### config.mk
export PLATFORM = sky130hd
export DESIGN_NAME = htk_ctrl
export DESIGN_NICKNAME = d
export VERILOG_FILES = /design/src/sv/hash_bucketed_top_k_table_assert.svh /design/src/sv/htk_pkg.sv /design/src/sv/htk_ctrl.sv
export SDC_FILE = /design/constraint.sdc
export NUM_CORES = 1
export LEC_CHECK = 0
export ABC_AREA = 1
export BUFFER_PORTS_ARGS = -buffer_cell sky130_fd_sc_hd__buf_2
export CORE_AREA = 5 5 42 44
export CTS_CLUSTER_DIAMETER = 30
export DETAILED_ROUTE_END_ITERATION = 10
export DIE_AREA = 0 0 47 49
export PLACE_DENSITY_LB_ADDON = 0.12
export SYNTH_ARGS = -nofsm -noshare
export SYNTH_HDL_FRONTEND = slang
export SYNTH_SLANG_ARGS = --single-unit
### constraint.sdc
create_clock -name clk -period 1.9 [get_ports clk]
set_input_delay 0.19 -clock clk [delete_from_list [all_inputs] [get_ports clk]]
set_output_delay 0.19 -clock clk [all_outputs]
set_load 0.05 [all_outputs]
### src/sv/hash_bucketed_top_k_table_assert.svh
// Assertion macros for the hash-bucketed top-k table.
// Used by the top level; relies on clk and rst_n in the including scope.
`ifndef HASH_BUCKETED_TOP_K_TABLE_ASSERT_SVH
`define HASH_BUCKETED_TOP_K_TABLE_ASSERT_SVH
`ifndef SYNTH
`define HTK_ASSERT(lbl, prop) \
    lbl: assert property (@(posedge clk) disable iff (!rst_n) (prop)) \
        else $error("htk assertion failed");
`define HTK_ASSERT_NEXT(lbl, ante, cons) \
    lbl: assert property (@(posedge clk) disable iff (!rst_n) (ante) |=> (cons)) \
        else $error("htk assertion failed");
`else
`define HTK_ASSERT(lbl, prop)
`define HTK_ASSERT_NEXT(lbl, ante, cons)
`endif
`endif

### src/sv/htk_pkg.sv
// Package for the hash-bucketed top-k table: sizes, entry and row types,
// controller states and the command and status groups. No dependencies.
package htk_pkg;

    localparam int BKT_IDX_BITS = 10;
    localparam int TOP_SLOTS    = 4;
    localparam int ENTRIES      = TOP_SLOTS + 1;
    localparam int NUM_BUCKETS  = 1 << BKT_IDX_BITS;
    localparam int ADDR_W       = BKT_IDX_BITS;
    localparam int HASH_W       = 32;
    localparam int CNT_W        = 32;
    localparam int TAG_W        = HASH_W - BKT_IDX_BITS;
    localparam int BUCKET_W     = 10;
    localparam int SLOT_W       = 2;
    localparam int CB_W         = 6;
    localparam int TLEN_W       = 7;
    localparam int EIDX_W       = $clog2(ENTRIES);
    localparam int RANK_W       = $clog2(ENTRIES);

    localparam logic [TLEN_W-1:0] TAG_LIMIT_BASE   = 7'd72;
    localparam logic [CB_W-1:0]   COUNT_BITS_RESET = 6'd32;

    localparam logic ACT_ADD  = 1'b0;
    localparam logic ACT_READ = 1'b1;

    typedef struct packed {
        logic              valid;
        logic [TAG_W-1:0]  tag;
        logic [CNT_W-1:0]  cnt;
    } entry_t;

    typedef entry_t [ENTRIES-1:0] row_t;

    localparam int ROW_W = $bits(row_t);

    typedef enum logic [5:0] {
        S_CLEAR = 6'b000001,
        S_IDLE  = 6'b000010,
        S_MERGE = 6'b000100,
        S_SORT  = 6'b001000,
        S_RESP  = 6'b010000,
        S_SPARE = 6'b100000
    } state_t;

    typedef struct packed {
        logic clear_wr;
        logic capture;
        logic rd_en;
        logic merge_en;
        logic sort_wr;
        logic resp;
    } cmd_t;

    typedef struct packed {
        logic clear_done;
        logic is_read;
        logic is_neg;
    } status_t;

endpackage

### src/sv/htk_ctrl.sv
// Controller of the hash-bucketed top-k table: clearing pass, item accept
// and sequencing of read, merge, sort and response. Depends on htk_pkg.
module htk_ctrl
    import htk_pkg::*;
(
    input  logic    clk,
    input  logic    rst_n,
    input  logic    start,
    input  status_t status,
    output cmd_t    cmd,
    output logic    busy
);

    state_t state_reg;
    state_t state_next;

    always_comb
    begin
        state_next = state_reg;
        cmd        = '0;
        unique case (state_reg)
            S_CLEAR:
            begin
                cmd.clear_wr = 1'b1;
                if (status.clear_done)
                begin
                    state_next = S_IDLE;
                end
            end
            S_IDLE:
            begin
                if (start)
                begin
                    cmd.capture = 1'b1;
                    cmd.rd_en   = 1'b1;
                    if (status.is_read)
                    begin
                        state_next = S_RESP;
                    end
                    else if (!status.is_neg)
                    begin
                        state_next = S_MERGE;
                    end
                end
            end
            S_MERGE:
            begin
                cmd.merge_en = 1'b1;
                state_next   = S_SORT;
            end
            S_SORT:
            begin
                cmd.sort_wr = 1'b1;
                state_next  = S_IDLE;
            end
            S_RESP:
            begin
                cmd.resp   = 1'b1;
                state_next = S_IDLE;
            end
            default:
            begin
                state_next = S_IDLE;
            end
        endcase
    end

    always_ff @(posedge clk or negedge rst_n)
    begin
        if (!rst_n)
        begin
            state_reg <= S_CLEAR;
        end
        else
        begin
            state_reg <= state_next;
        end
    end

    assign busy = (state_reg != S_IDLE);

endmodule

* Word level (Yosys, flattened, before mapping) *
Index checks and enable logic that the tools add are counted.

storage, ports and cells
  register bits after elaboration = 6
  bits of input ports = 6
  output and inout bits = 7
  word-level logic and storage cells = 22

operators by class
  equal/unequal tests = 9
  muxes and demuxes = 11
  reductions and logical operators = 1

operators by type and width
  cell                  number
  $mux W6               4
  $pmux W6 S3           1
  $eq A6 B1 Y1 const B  1
  $eq A6 B2 Y1 const B  1
  $eq A6 B3 Y1 const B  1
  $eq A6 B4 Y1 const B  1
  $eq A6 B5 Y1 const B  1
  $ne A6 B2 Y1 const B  1
  $mux W1               4
  $mux W2               2
  $ne A2 B2 Y1 const B  2
  $ne A3 B3 Y1 const B  1
  $reduce_and A3 Y1     1

* Longest topological paths before layout *
Gate-level depths: netlist (run 1).

  word-level depth = 4
  depth in mapped cells = 6
  gate-level depth less buffers = 6

* Worst setup path before layout (run 1) *
Ideal clock, no wire load.

  path type = reg2out
  start point = register state_reg[2]
  end point = output port cmd[4] in the netlist's numbering
  arrival = 1.895 ns
  required time = 1.710 ns
  setup slack = -0.185 ns
  stages on the path, launching flop included = 7
  path buffers = 1
  path through = dfrtp_1 > inv_1 > nand2_2 > nor2_4 > nand2_2 > nor2_1 > buf_4

RTL lines
  what                    line            text
  from (decl)             htk_ctrl.sv:14  state_t state_reg;
  from (signal assigned)  htk_ctrl.sv:76  state_reg <= state_next;
  to (decl)               htk_ctrl.sv:10  output cmd_t cmd,

==> results.md, run 1 <==
* Reported leakage power at 0.252 nW
* Cell repeated most along the worst path: sky130_fd_sc_hd__nand2_2
* TritonCTS clock tree: yes
* Endpoint type of the worst setup path: primary output
* DRC viols at 0
* Max FFs per register at 5
* Final total negative setup slack at 0 ns
* Worst hold path type: in2reg
* Remaining antenna violation count at 0
* Worst path arrival time at 1.34 ns
* Depth of the worst register-to-register path at 5
* Later-pin clock latency in the skew report at 0.24 ns
* Chip Height at 49 µm
* Critical-path cell with the highest stage delay: sky130_fd_sc_hd__dfrtp_1
* Total of buffers placed on input and output ports at 12
* Max Freq at 652 MHz
* Share of post-route cells with drive strength above 1 at 46.6%
* Origin of the worst setup path: state_reg[2]
* DIE WIDTH at 47 µm
* Via-per-instance ratio at 3.91
* FF+latch count, synth at 5
* Hold Fails Final Rpt at 0
* Effective utilization at floorplan at 21.9%
* Period utilisation layout at 80.7%
* Instance count of the mapped netlist at 42
* DRT Pass-1 Iters at 2
* Io pins at 13
* Critical path's largest stage delay at 0.39 ns
* Number of diodes added for antenna fixing at 0
* Final period demand of the worst path at 1.53 ns
* Maximum vdd drop at 0.545 mV
* Detail-routed net length per standard cell at 9.05 µm
* Master cell of the clock root buffer: sky130_fd_sc_hd__clkbuf_4
* Worst hold path startpoint: status[1]
* Area of the die at 2300 µm²
* Setup repair after global routing missed its margin: false
* Worst-path clk slew at 0.04 ns
* GRT Util Overall at 7.00%
* Run status: complete, no violations
* Worst-margin pin slew at 0.251 ns
* Met1 Routed Length at 317 µm
* Clock H-tree levels at 1
* Total via count in the routed design at 289
* First-pass GRT wire length at 1190 µm
* Met3 wire len at 42 µm
* Layout Nets at 65
* Most common library cell in the layout ignoring fill and taps: sky130_fd_sc_hd__buf_2
* Final RePlAce weighted congestion at 0.761
* # clock sinks at 5
* Cell family with most CP delay: flip-flops
* Worst slew margin relative to its limit at 83.4%
* Final design instance area without fill at 418 µm²
* Area grow syn2layout at 36.3%
* Most frequent cells in the layout: sky130_fd_sc_hd__buf_2, sky130_fd_sc_hd__inv_1, sky130_fd_sc_hd__nor2_1, sky130_fd_sc_hd__nand2_1, sky130_fd_sc_hd__nand3_1
* Worst setup SP type: register
* Cell area after placement at 382 µm²
* Sum of met2 wire segment lengths after detailed routing at 310 µm
* Number of rows in the core area at 14
* Placed wire-length estimate after detailed placement at 569 µm
* Required time worst endpoint at 1.71 ns
* Post-Route WL at 670 µm
* Cell count of the worst hold path at 3
* Cell depth of the worst setup path at 6
* List of cells traversed by the critical path: inv_1 -> nand2_2 -> nor2_4 -> nand2_2 -> nor2_2 -> buf_2
* Number of antenna violations at the first check in global routing at 0
* Number of global-route vias before repair at 292
* Max-slew violations at 0
* Number of warnings issued by yosys at 0
* Core box area at 1400 µm²
* Synthesized net count at 48
* Register area share after synthesis at 41.2%
* Power per standard cell area at 1870 nW/µm²
* Maximum clock insertion buffer count at 2
* Highest routed layer: met3
* Post-CTS Setup Inserts at 0
* Crit Reg-Reg Startpoint: state_reg[0]
* Type of the worst setup path: reg2out
* Filler cell count at 179
* First DRT Iteration DRCs at 4
* Congestion Overflow GR at 0
* Finish-stage setup viols at 0
* Number of buffers created by CTS at 3
* Yosys cell types at 14
* Top fanout value on the critical path at 4
* Cell area after synthesis at 307 µm²
* Maximum number of pins on one net before global-route repair at 6
* Post-Synthesis Mean Instance Area at 7.30 µm²
* Fin Clk Skew at 0.00234 ns
* Max-cap violations at 0
* Combined buffer and inverter count along the critical path at 2
## worst paths after layout
check                                to  slack, ns
max in group asynchronous  state_reg[0]       1.39
max                              cmd[3]       0.37
max reg2reg                state_reg[2]       0.82
min reg2reg                state_reg[0]       0.56
min                        state_reg[4]       0.21
min in group asynchronous  state_reg[4]       0.30
## metal layers
metal	vias to the layer above	global-route usage, %
met5	-	0
met4	0	4.15
met3	0	2.21
met2	6	9.50
met1	125	9.35
li1	158	-
## power breakdown
| part | switching (mW) | total [mW] | internal (mW) |
|---|---|---|---|
| logic | 0.363 | 0.481 | 0.118 |
| registers | 0.0369 | 0.180 | 0.143 |
| clock network | 0.0422 | 0.122 | 0.0793 |
## cell families after synthesis
kind of cell           share of synthesized area (%)
buffers and inverters                           15.9
DFF                                             41.2
and+or+nand+nor                                 42.9
## what timing repair did
item                      in CTS  in global routing
gates resized for setup        0                  0
hold buffers                   1                  0
hold endpoints to repair       5                  0
## cells in the mapped netlist
library cell	n	area [µm²]
sky130_fd_sc_hd__dfrtp_1	4	100
sky130_fd_sc_hd__dfstp_2	1	26.3
sky130_fd_sc_hd__inv_1	7	26.3
sky130_fd_sc_hd__nand2_2	2	12.5
sky130_fd_sc_hd__nand2_1	5	18.8
sky130_fd_sc_hd__nor2_2	2	12.5
sky130_fd_sc_hd__inv_2	4	15.0
sky130_fd_sc_hd__buf_4	1	7.51
sky130_fd_sc_hd__nand3_1	5	25.0
sky130_fd_sc_hd__nand4_1	1	6.26
sky130_fd_sc_hd__nor3_1	2	10.0
sky130_fd_sc_hd__nor2_4	1	11.3
sky130_fd_sc_hd__nor2_1	6	22.5
sky130_fd_sc_hd__nand4_2	1	12.5
## worst register-to-register path: stages, from the launching register on
cell,delay (ns)
sky130_fd_sc_hd__dfstp_2,0.56
sky130_fd_sc_hd__inv_2,0.05
sky130_fd_sc_hd__nor2_2,0.08
sky130_fd_sc_hd__nand4_2,0.11
sky130_fd_sc_hd__nand2_1,0.12
sky130_fd_sc_hd__nor2_1,0.05
## through the flow
stage	hold WS [ns]	instances	setup slack [ns]	utilization, %	power (mW)
after CTS	0.199	74	0.347	29.8	0.794
after floorplan	-0.106	42	0.0331	-	0.583
after global placement	0.0106	69	0.612	27.2	0.670
after detailed placement	0.0115	69	0.609	27.2	0.666
after global routing	0.211	74	0.266	29.8	0.849
final	0.206	74	0.366	29.8	0.783
## cell type report
cell class                      instances  area, µm²  area share (%)
Sequential cell                         5        126            30.2
Multi-Input combinational cell         25        134            32.0
Tap cell                               16       20.0            4.79
Timing Repair Buffer                   13       70.1            16.8
Inverter                               11       41.3            9.88
Clock buffer                            4       26.3            6.29
(Power assumes the default switching activity.)
==> inputs of run 2 (changes only) <==
==> constraint.sdc (replaced) <==
create_clock -name clk -period 1.3 [get_ports clk]
set_input_delay 0.13 -clock clk [delete_from_list [all_inputs] [get_ports clk]]
set_output_delay 0.13 -clock clk [all_outputs]
set_load 0.05 [all_outputs]
==> run 2 against run 1 <==
Effect of this change: the run now ends with setup timing left; hold slack worse by 0.058 ns; combinational power is 100% higher; sequential power is 56% higher; global-route usage is 0.65 points higher; worst setup slack worse by 0.45 ns; via count is 18% higher; routed wire length is 16% higher; largest cell class is now buffers; highest routed layer is now met4.
==> results.md, run 2 (synthesis gave the netlist of run 1 again) <==
* Remaining antenna violation count at 0 (unchanged)
* Setup slack after placement at 0.0861 ns (-0.523 ns)
* Max Freq at 720 MHz
* Endpoint type of the worst setup path: primary output
* Total of buffers placed on input and output ports at 12 (unchanged)
* Clock H-tree levels at 1 (unchanged)
* Max-cap violations at 0 (unchanged)
* Number of rows in the core area at 14 (unchanged)
* First-pass GRT wire length at 1210 µm (+1.8%)
* Area of the die at 2300 µm² (unchanged)
* Max FFs per register at 5 (unchanged)
* Final RePlAce weighted congestion at 0.801 (+5.2%)
* Master cell of the clock root buffer: sky130_fd_sc_hd__clkbuf_4
* Cell area after placement at 427 µm² (+12%)
* Number of antenna violations at the first check in global routing at 0 (unchanged)
* Power per standard cell area at 2640 nW/µm² (+41%)
* Flip-flop and latch area at 126 µm² (unchanged)
* Critical path's largest stage delay at 0.40 ns (about the same)
* Cell repeated most along the worst path: sky130_fd_sc_hd__nor2_4
* DRT Pass-1 Iters at 4 (+2)
* Combined buffer and inverter count along the critical path at 2 (unchanged)
* Period utilisation layout at 107%
* Worst slew margin relative to its limit at 83.5% (+0.12 points)
* Share of post-route cells with drive strength above 1 at 63.6% (+17 points)
* Area used by multi-input combinational logic at 164 µm² (+22%)
* # clock sinks at 5 (unchanged)
* Total via count in the routed design at 341 (+18%)
* Number of diodes added for antenna fixing at 0 (unchanged)
* Reported leakage power at 0.298 nW (+18%)
* Congestion Overflow GR at 0 (unchanged)
* Maximum number of pins on one net before global-route repair at 6 (unchanged)
* Effective utilization at floorplan at 21.9% (unchanged)
* Violated checks: setup timing
* Required time worst endpoint at 1.17 ns (-0.54 ns)
* Chip Height at 49 µm (unchanged)
* Worst setup margin at -0.0880 ns (-0.454 ns)
* Max-slew violations at 0 (unchanged)
* Fin Clk Skew at 0.00577 ns (+0.00344 ns)
* Worst-path clk slew at 0.04 ns (about the same)
* Type of the worst setup path: reg2out
* Worst path arrival time at 1.26 ns (-0.08 ns)
* Maximum clock insertion buffer count at 2 (unchanged)
* Post-Route WL at 774 µm (+16%)
* TritonCTS clock tree: yes
* Io pins at 13 (unchanged)
* First DRT Iteration DRCs at 11 (+7)
* Most common library cell in the layout ignoring fill and taps: sky130_fd_sc_hd__buf_4
* Number of global-route vias before repair at 283 (-3.1%)
* Area grow syn2layout at 78.0%
* DRC viols at 0 (unchanged)
* Core box area at 1400 µm² (unchanged)
* DIE WIDTH at 47 µm (unchanged)
* Hold Fails Final Rpt at 0 (unchanged)
* Total instance count after detailed placement at 72 (+4.3%)
* Run status: finished, violations left
* Final design instance area without fill at 546 µm² (+31%)
* Top fanout value on the critical path at 3 (-1)
* Maximum vdd drop at 0.976 mV (+79%)
* List of cells traversed by the critical path: inv_2 -> nand2_2 -> nor2_4 -> nand2_4 -> nor2_4 -> buf_6
* Later-pin clock latency in the skew report at 0.24 ns (about the same)
* Filler cell count at 160 (-11%)
* Via-per-instance ratio at 4.16 (+6.5%)
* GRT Util Overall at 7.65% (+0.65 points)
* Setup repair after global routing missed its margin: true
* Number of buffers created by CTS at 3 (unchanged)
* Placed wire-length estimate after detailed placement at 581 µm (+2.0%)
* Critical-path cell with the highest stage delay: sky130_fd_sc_hd__dfrtp_1
* Worst setup SP type: register
* Finish-stage setup viols at 6 (+6)
* Final period demand of the worst path at 1.39 ns
* Layout Nets at 73 (+12%)
* Worst-margin pin slew at 0.249 ns (-0.00189 ns)
* Most frequent cells in the layout: sky130_fd_sc_hd__buf_4, sky130_fd_sc_hd__inv_1, sky130_fd_sc_hd__buf_2, sky130_fd_sc_hd__buf_6
* Cell family with most CP delay: flip-flops
* Detail-routed net length per standard cell at 9.44 µm (+4.3%)
* Finished Layout Cells at 82 (+11%)
* Worst hold path type: in2reg
run 2: worst paths after layout:
kind                            cells past startpoint          from  slack (ns)           end
worst max-delay path                                6  state_reg[3]       -0.09        cmd[3]
worst min-delay path                                3     status[1]        0.15  state_reg[4]
worst max register to register                      8  state_reg[3]        0.09  state_reg[2]
worst min register to register                      4  state_reg[0]        0.61  state_reg[0]
max in group asynchronous                           2         rst_n        0.85  state_reg[0]
min in group asynchronous                           2         rst_n        0.23  state_reg[3]
run 2: tightest hold or removal path: cells and delay by family:
kind                   cells  cell delay (ns)
buffers and inverters      1             0.10
and+or+nand+nor            2             0.11
run 2: area by class of cell:
cell class | count | area share [%]
timing repair buffer | 21 | 30.7
multi-input combinational | 25 | 30.0
sequential | 5 | 23.2
inverter | 11 | 7.57
clock buffer | 4 | 4.82
tap | 16 | 3.67
run 2: stage by stage:
stage / TNS (ns) / util, % / power (mW) / hold WS, ns
detailed placement: 0 / 30.4 / 1.10 / -0.0504
CTS: -0.391 / 38.4 / 1.43 / 0.150
floorplan: -0.350 / - / 0.924 / -0.166
global route: -0.813 / 38.9 / 1.55 / 0.152
global placement: 0 / 30.4 / 1.11 / -0.0509
finish: -0.349 / 38.9 / 1.44 / 0.148
run 2: timing repair:
action / 4_1_cts / 5_1_grt
buffers inserted: 4 / 1
pin swaps: 3 / 0
endpoints found under the hold margin: 5 / 0
gates resized for setup: 16 / 0
endpoints found under the setup margin: 7 / 7
hold buffers: 1 / 0
run 2: where the power goes:
part	internal, mW	total (mW)	switching [mW]
Sequential	0.210	0.280	0.0708
Clock	0.116	0.176	0.0603
Combinational	0.369	0.985	0.616
run 2: layer usage:
layer	vias up	part of all wire [%]	routed length, µm	track usage, %
li1	174	-	-	-
met1	145	41	317	9.40
met2	20	47	361	10.2
met3	2	10	80	5.54
met4	0	1.8	14	2.76
met5	-	0	0	0
==> inputs of run 3 (changes only) <==
--- a/config.mk
+++ b/config.mk
@@ -5,7 +5,6 @@
 export SDC_FILE = /design/constraint.sdc
 export NUM_CORES = 1
 export LEC_CHECK = 0
-export ABC_AREA = 1
 export BUFFER_PORTS_ARGS = -buffer_cell sky130_fd_sc_hd__buf_2
 export CORE_AREA = 5 5 42 44
 export CTS_CLUSTER_DIAMETER = 30
==> run 3 against run 2 <==
Effect of this change: the flow still finishes with violations (setup timing); non-clock buffer count is 3 higher; die area stayed put; sequential power is 40% lower; register-to-register slack worse by 0.11 ns; clock power hardly changed; synthesized area is 10% lower; hold slack worse by 0.11 ns; count of clock-buffer cells in the layout stayed put; critical path type unchanged.
==> results.md, run 3 <==
* Setup slack after placement at -0.139 ns (-0.225 ns)
* Synth top area cells: sky130_fd_sc_hd__dfrtp_1, sky130_fd_sc_hd__dfstp_2, sky130_fd_sc_hd__nor3b_1, sky130_fd_sc_hd__nor3_1, sky130_fd_sc_hd__or4b_4
* Most frequent cells in the layout: sky130_fd_sc_hd__buf_4, sky130_fd_sc_hd__buf_6, sky130_fd_sc_hd__buf_2
* Sum of met2 wire segment lengths after detailed routing at 386 µm (+6.9%)
* Register area share after synthesis at 45.9% (+4.7 points)
* Type of the worst setup path: reg2out
* Number of diodes added for antenna fixing at 0 (unchanged)
* Violated checks: setup timing
* Later-pin clock latency in the skew report at 0.24 ns (about the same)
* Post-Synthesis Mean Instance Area at 10.2 µm² (+40%)
* Worst setup SP type: register
* Cell area after synthesis at 275 µm² (-10%)
* Maximum vdd drop at 0.402 mV (-59%)
* Most common library cell in the layout ignoring fill and taps: sky130_fd_sc_hd__buf_4
* Share of synthesized cell area in full adder, half adder and majority cells at 0% (unchanged)
* Layout Nets at 60 (-18%)
* Final cell utilization of the core at 43.2% (+4.3 points)
* Instance count of the mapped netlist at 27 (-36%)
* Final total negative setup slack at -1.38 ns (-1.03 ns)
* Setup repair after global routing missed its margin: true
* Final design instance area without fill at 606 µm² (+11%)
* First DRT Iteration DRCs at 2 (-9)
* Post-Route WL at 716 µm (-7.5%)
* Critical-path cell with the highest stage delay: sky130_fd_sc_hd__or4b_4
* Worst reg-to-reg setup slack at -0.02 ns (-0.11 ns)
* Core box area at 1400 µm² (unchanged)
* Hold Fails Final Rpt at 0 (unchanged)
* Synthesized-area fraction occupied by ao, oa, aoi and oai cells at 4.55% (+4.5 points)
* Fin Clk Skew at 0.00312 ns (-0.00266 ns)
* Post-synthesis simple-gate area fraction at 41.4% (-1.5 points)
* Worst hold path type: in2reg
* Chip Height at 49 µm (unchanged)
* Area grow syn2layout at 120%
* Worst setup margin at -0.334 ns (-0.246 ns)
* Met3 wire len at 36 µm (-55%)
* Most frequent cell after synthesis: sky130_fd_sc_hd__dfrtp_1
* Number of rows in the core area at 14 (unchanged)
* DRC viols at 0 (unchanged)
* DIE WIDTH at 47 µm (unchanged)
* Max FFs per register at 5 (unchanged)
* Cell area after placement at 475 µm² (+11%)
* Finish-stage setup viols at 8 (+2)
* Remaining antenna violation count at 0 (unchanged)
* Main combinational cell family by area after synthesis: simple AND/OR/NAND/NOR gates
* Share of post-route cells with drive strength above 1 at 73.6% (+9.9 points)
* Top cell types by occurrence after synthesis: sky130_fd_sc_hd__dfrtp_1, sky130_fd_sc_hd__nor3_1, sky130_fd_sc_hd__nor3b_1
* Number of global-route vias before repair at 326 (+15%)
* Max Freq at 612 MHz (-15%)
* List of cells traversed by the critical path: or2_1 -> or4b_4 -> buf_6
* DRT Pass-1 Iters at 2 (-2)
* Destination of the worst hold path: state_reg[0]
* Total Power Consumption at 0.573 mW (-60%)
* Required time worst endpoint at 1.17 ns (about the same)
* Synthesized net count at 33 (-31%)
* Detail-routed net length per standard cell at 10.4 µm (+9.9%)
* Worst-margin pin slew at 0.235 ns (-0.0139 ns)
* FF+latch count, synth at 5 (unchanged)
* First-pass GRT wire length at 1200 µm (-0.58%)
* Met1 Routed Length at 293 µm (-7.6%)
* Run status: finished, violations left
* Share of synthesized flip-flops with an asynchronous set or reset at 100% (unchanged)
* Yosys cell types at 17 (+3)
* Highest routed layer: met3
* # clock sinks at 5 (unchanged)
* Xor/xnor cell area share of the yosys netlist at 0% (unchanged)
* Post-synth top area cell: sky130_fd_sc_hd__dfrtp_1
* GRT Util Overall at 7.28% (-0.36 points)
* Worst-path clk slew at 0.04 ns (about the same)
* Critical path's largest stage delay at 0.49 ns (+0.09 ns)
* Period utilisation layout at 126% (+19 points)
* Io pins at 13 (unchanged)
* Max-slew violations at 0 (unchanged)
* Maximum number of pins on one net before global-route repair at 6 (unchanged)
* Total instance count after detailed placement at 63 (-13%)
* Finished Layout Cells at 69 (-16%)
* Congestion Overflow GR at 0 (unchanged)
* Top-area cell type share of the netlist area at 36.4% (+3.7 points)
* Worst slew margin relative to its limit at 84.2% (+0.67 points)
* Final period demand of the worst path at 1.63 ns (+0.246 ns)
* Number of warnings issued by yosys at 0 (unchanged)
* Placed wire-length estimate after detailed placement at 623 µm (+7.3%)
* Number of buffers created by CTS at 3 (unchanged)
* Depth of the worst register-to-register path at 5 (-3)
* Number of antenna violations at the first check in global routing at 0 (unchanged)
* Effective utilization at floorplan at 19.6% (-2.2 points)
* Endpoint of the worst-slack reg-to-reg timing path: state_reg[1]
* TritonCTS clock tree: yes
* Share of synthesized area spent on multiplexers at 0% (unchanged)
* Total of buffers placed on input and output ports at 12 (unchanged)
* Maximum clock insertion buffer count at 2 (unchanged)
* Number of enable-type register cells in the synthesized netlist at 0 (unchanged)
* Origin of the worst setup path: state_reg[4]
* Area of the die at 2300 µm² (unchanged)
* Via-per-instance ratio at 4.29 (+3.2%)
* Worst hold slack at 0.0343 ns (-0.114 ns)
* Endpoint type of the worst setup path: primary output
* Worst hold path startpoint: status[2]
* Filler cell count at 145 (-9.4%)
* Max-cap violations at 0 (unchanged)
* Worst path arrival time at 1.50 ns (+0.24 ns)
* Clock H-tree levels at 1 (unchanged)
* Cell count of the worst hold path at 2 (-1)
* Master cell of the clock root buffer: sky130_fd_sc_hd__clkbuf_4
* Crit Reg-Reg Startpoint: state_reg[0]
* Total via count in the routed design at 296 (-13%)
* Most instantiated flip-flop cell in the synthesis netlist: sky130_fd_sc_hd__dfrtp_1
* Final RePlAce weighted congestion at 0.695 (-13%)
* Power per standard cell area at 946 nW/µm² (-64%)
* Top fanout value on the critical path at 2 (-1)
* Reported leakage power at 0.260 nW (-13%)
run 3: worst max-delay path by stage:
stage	endpoint	slack, ns	cells past startpoint
after floorplan	busy	-0.19	3
after global routing	busy	-0.38	3
after CTS	busy	-0.35	3
final	busy	-0.33	3
after detailed placement	busy	-0.14	3
after global placement	busy	-0.11	3
run 3: layout make-up:
type | instances | area, µm² | share of cell area (%)
flip-flops and latches | 5 | 128 | 21.1
repair buffers | 24 | 215 | 35.5
well taps | 16 | 20.0 | 3.31
clock buffers | 4 | 26.3 | 4.34
inverters | 1 | 3.75 | 0.620
multi-input cells | 19 | 213 | 35.1
run 3: what timing repair did:
item / 4_1_cts / 5_1_grt
resized for setup: 15 / 10
hold buffers: 1 / 0
endpoints found under the setup margin: 7 / 10
pin swaps: 3 / 5
endpoints found under the hold margin: 5 / 0
gates cloned: 0 / 0
buffers inserted: 2 / 0
run 3: kinds of logic after synthesis:
kind of cell,Yosys count
AO/OA/AOI/OAI,2
buffers and inverters,3
flip-flops,5
AND/OR/NAND/NOR,17
run 3: power by group:
part	switching [mW]	leakage (nW)	internal, mW
combinational	0.121	0.185	0.109
sequential	0.00413	0.0598	0.165
clock	0.0582	0.0150	0.116
run 3: critical path, delay by kind of cell, from the launching register on:
kind	cells	cell delay, ns
buffers and inverters	1	0.17
flip-flops	1	0.36
AND/OR/NAND/NOR	2	0.74
run 3: routing by layer:
layer | up-vias | GRT usage, %
li1 | 150 | -
met1 | 139 | 8.24
met2 | 7 | 11.3
met3 | 0 | 3.69
met4 | 0 | 2.76
met5 | - | 0
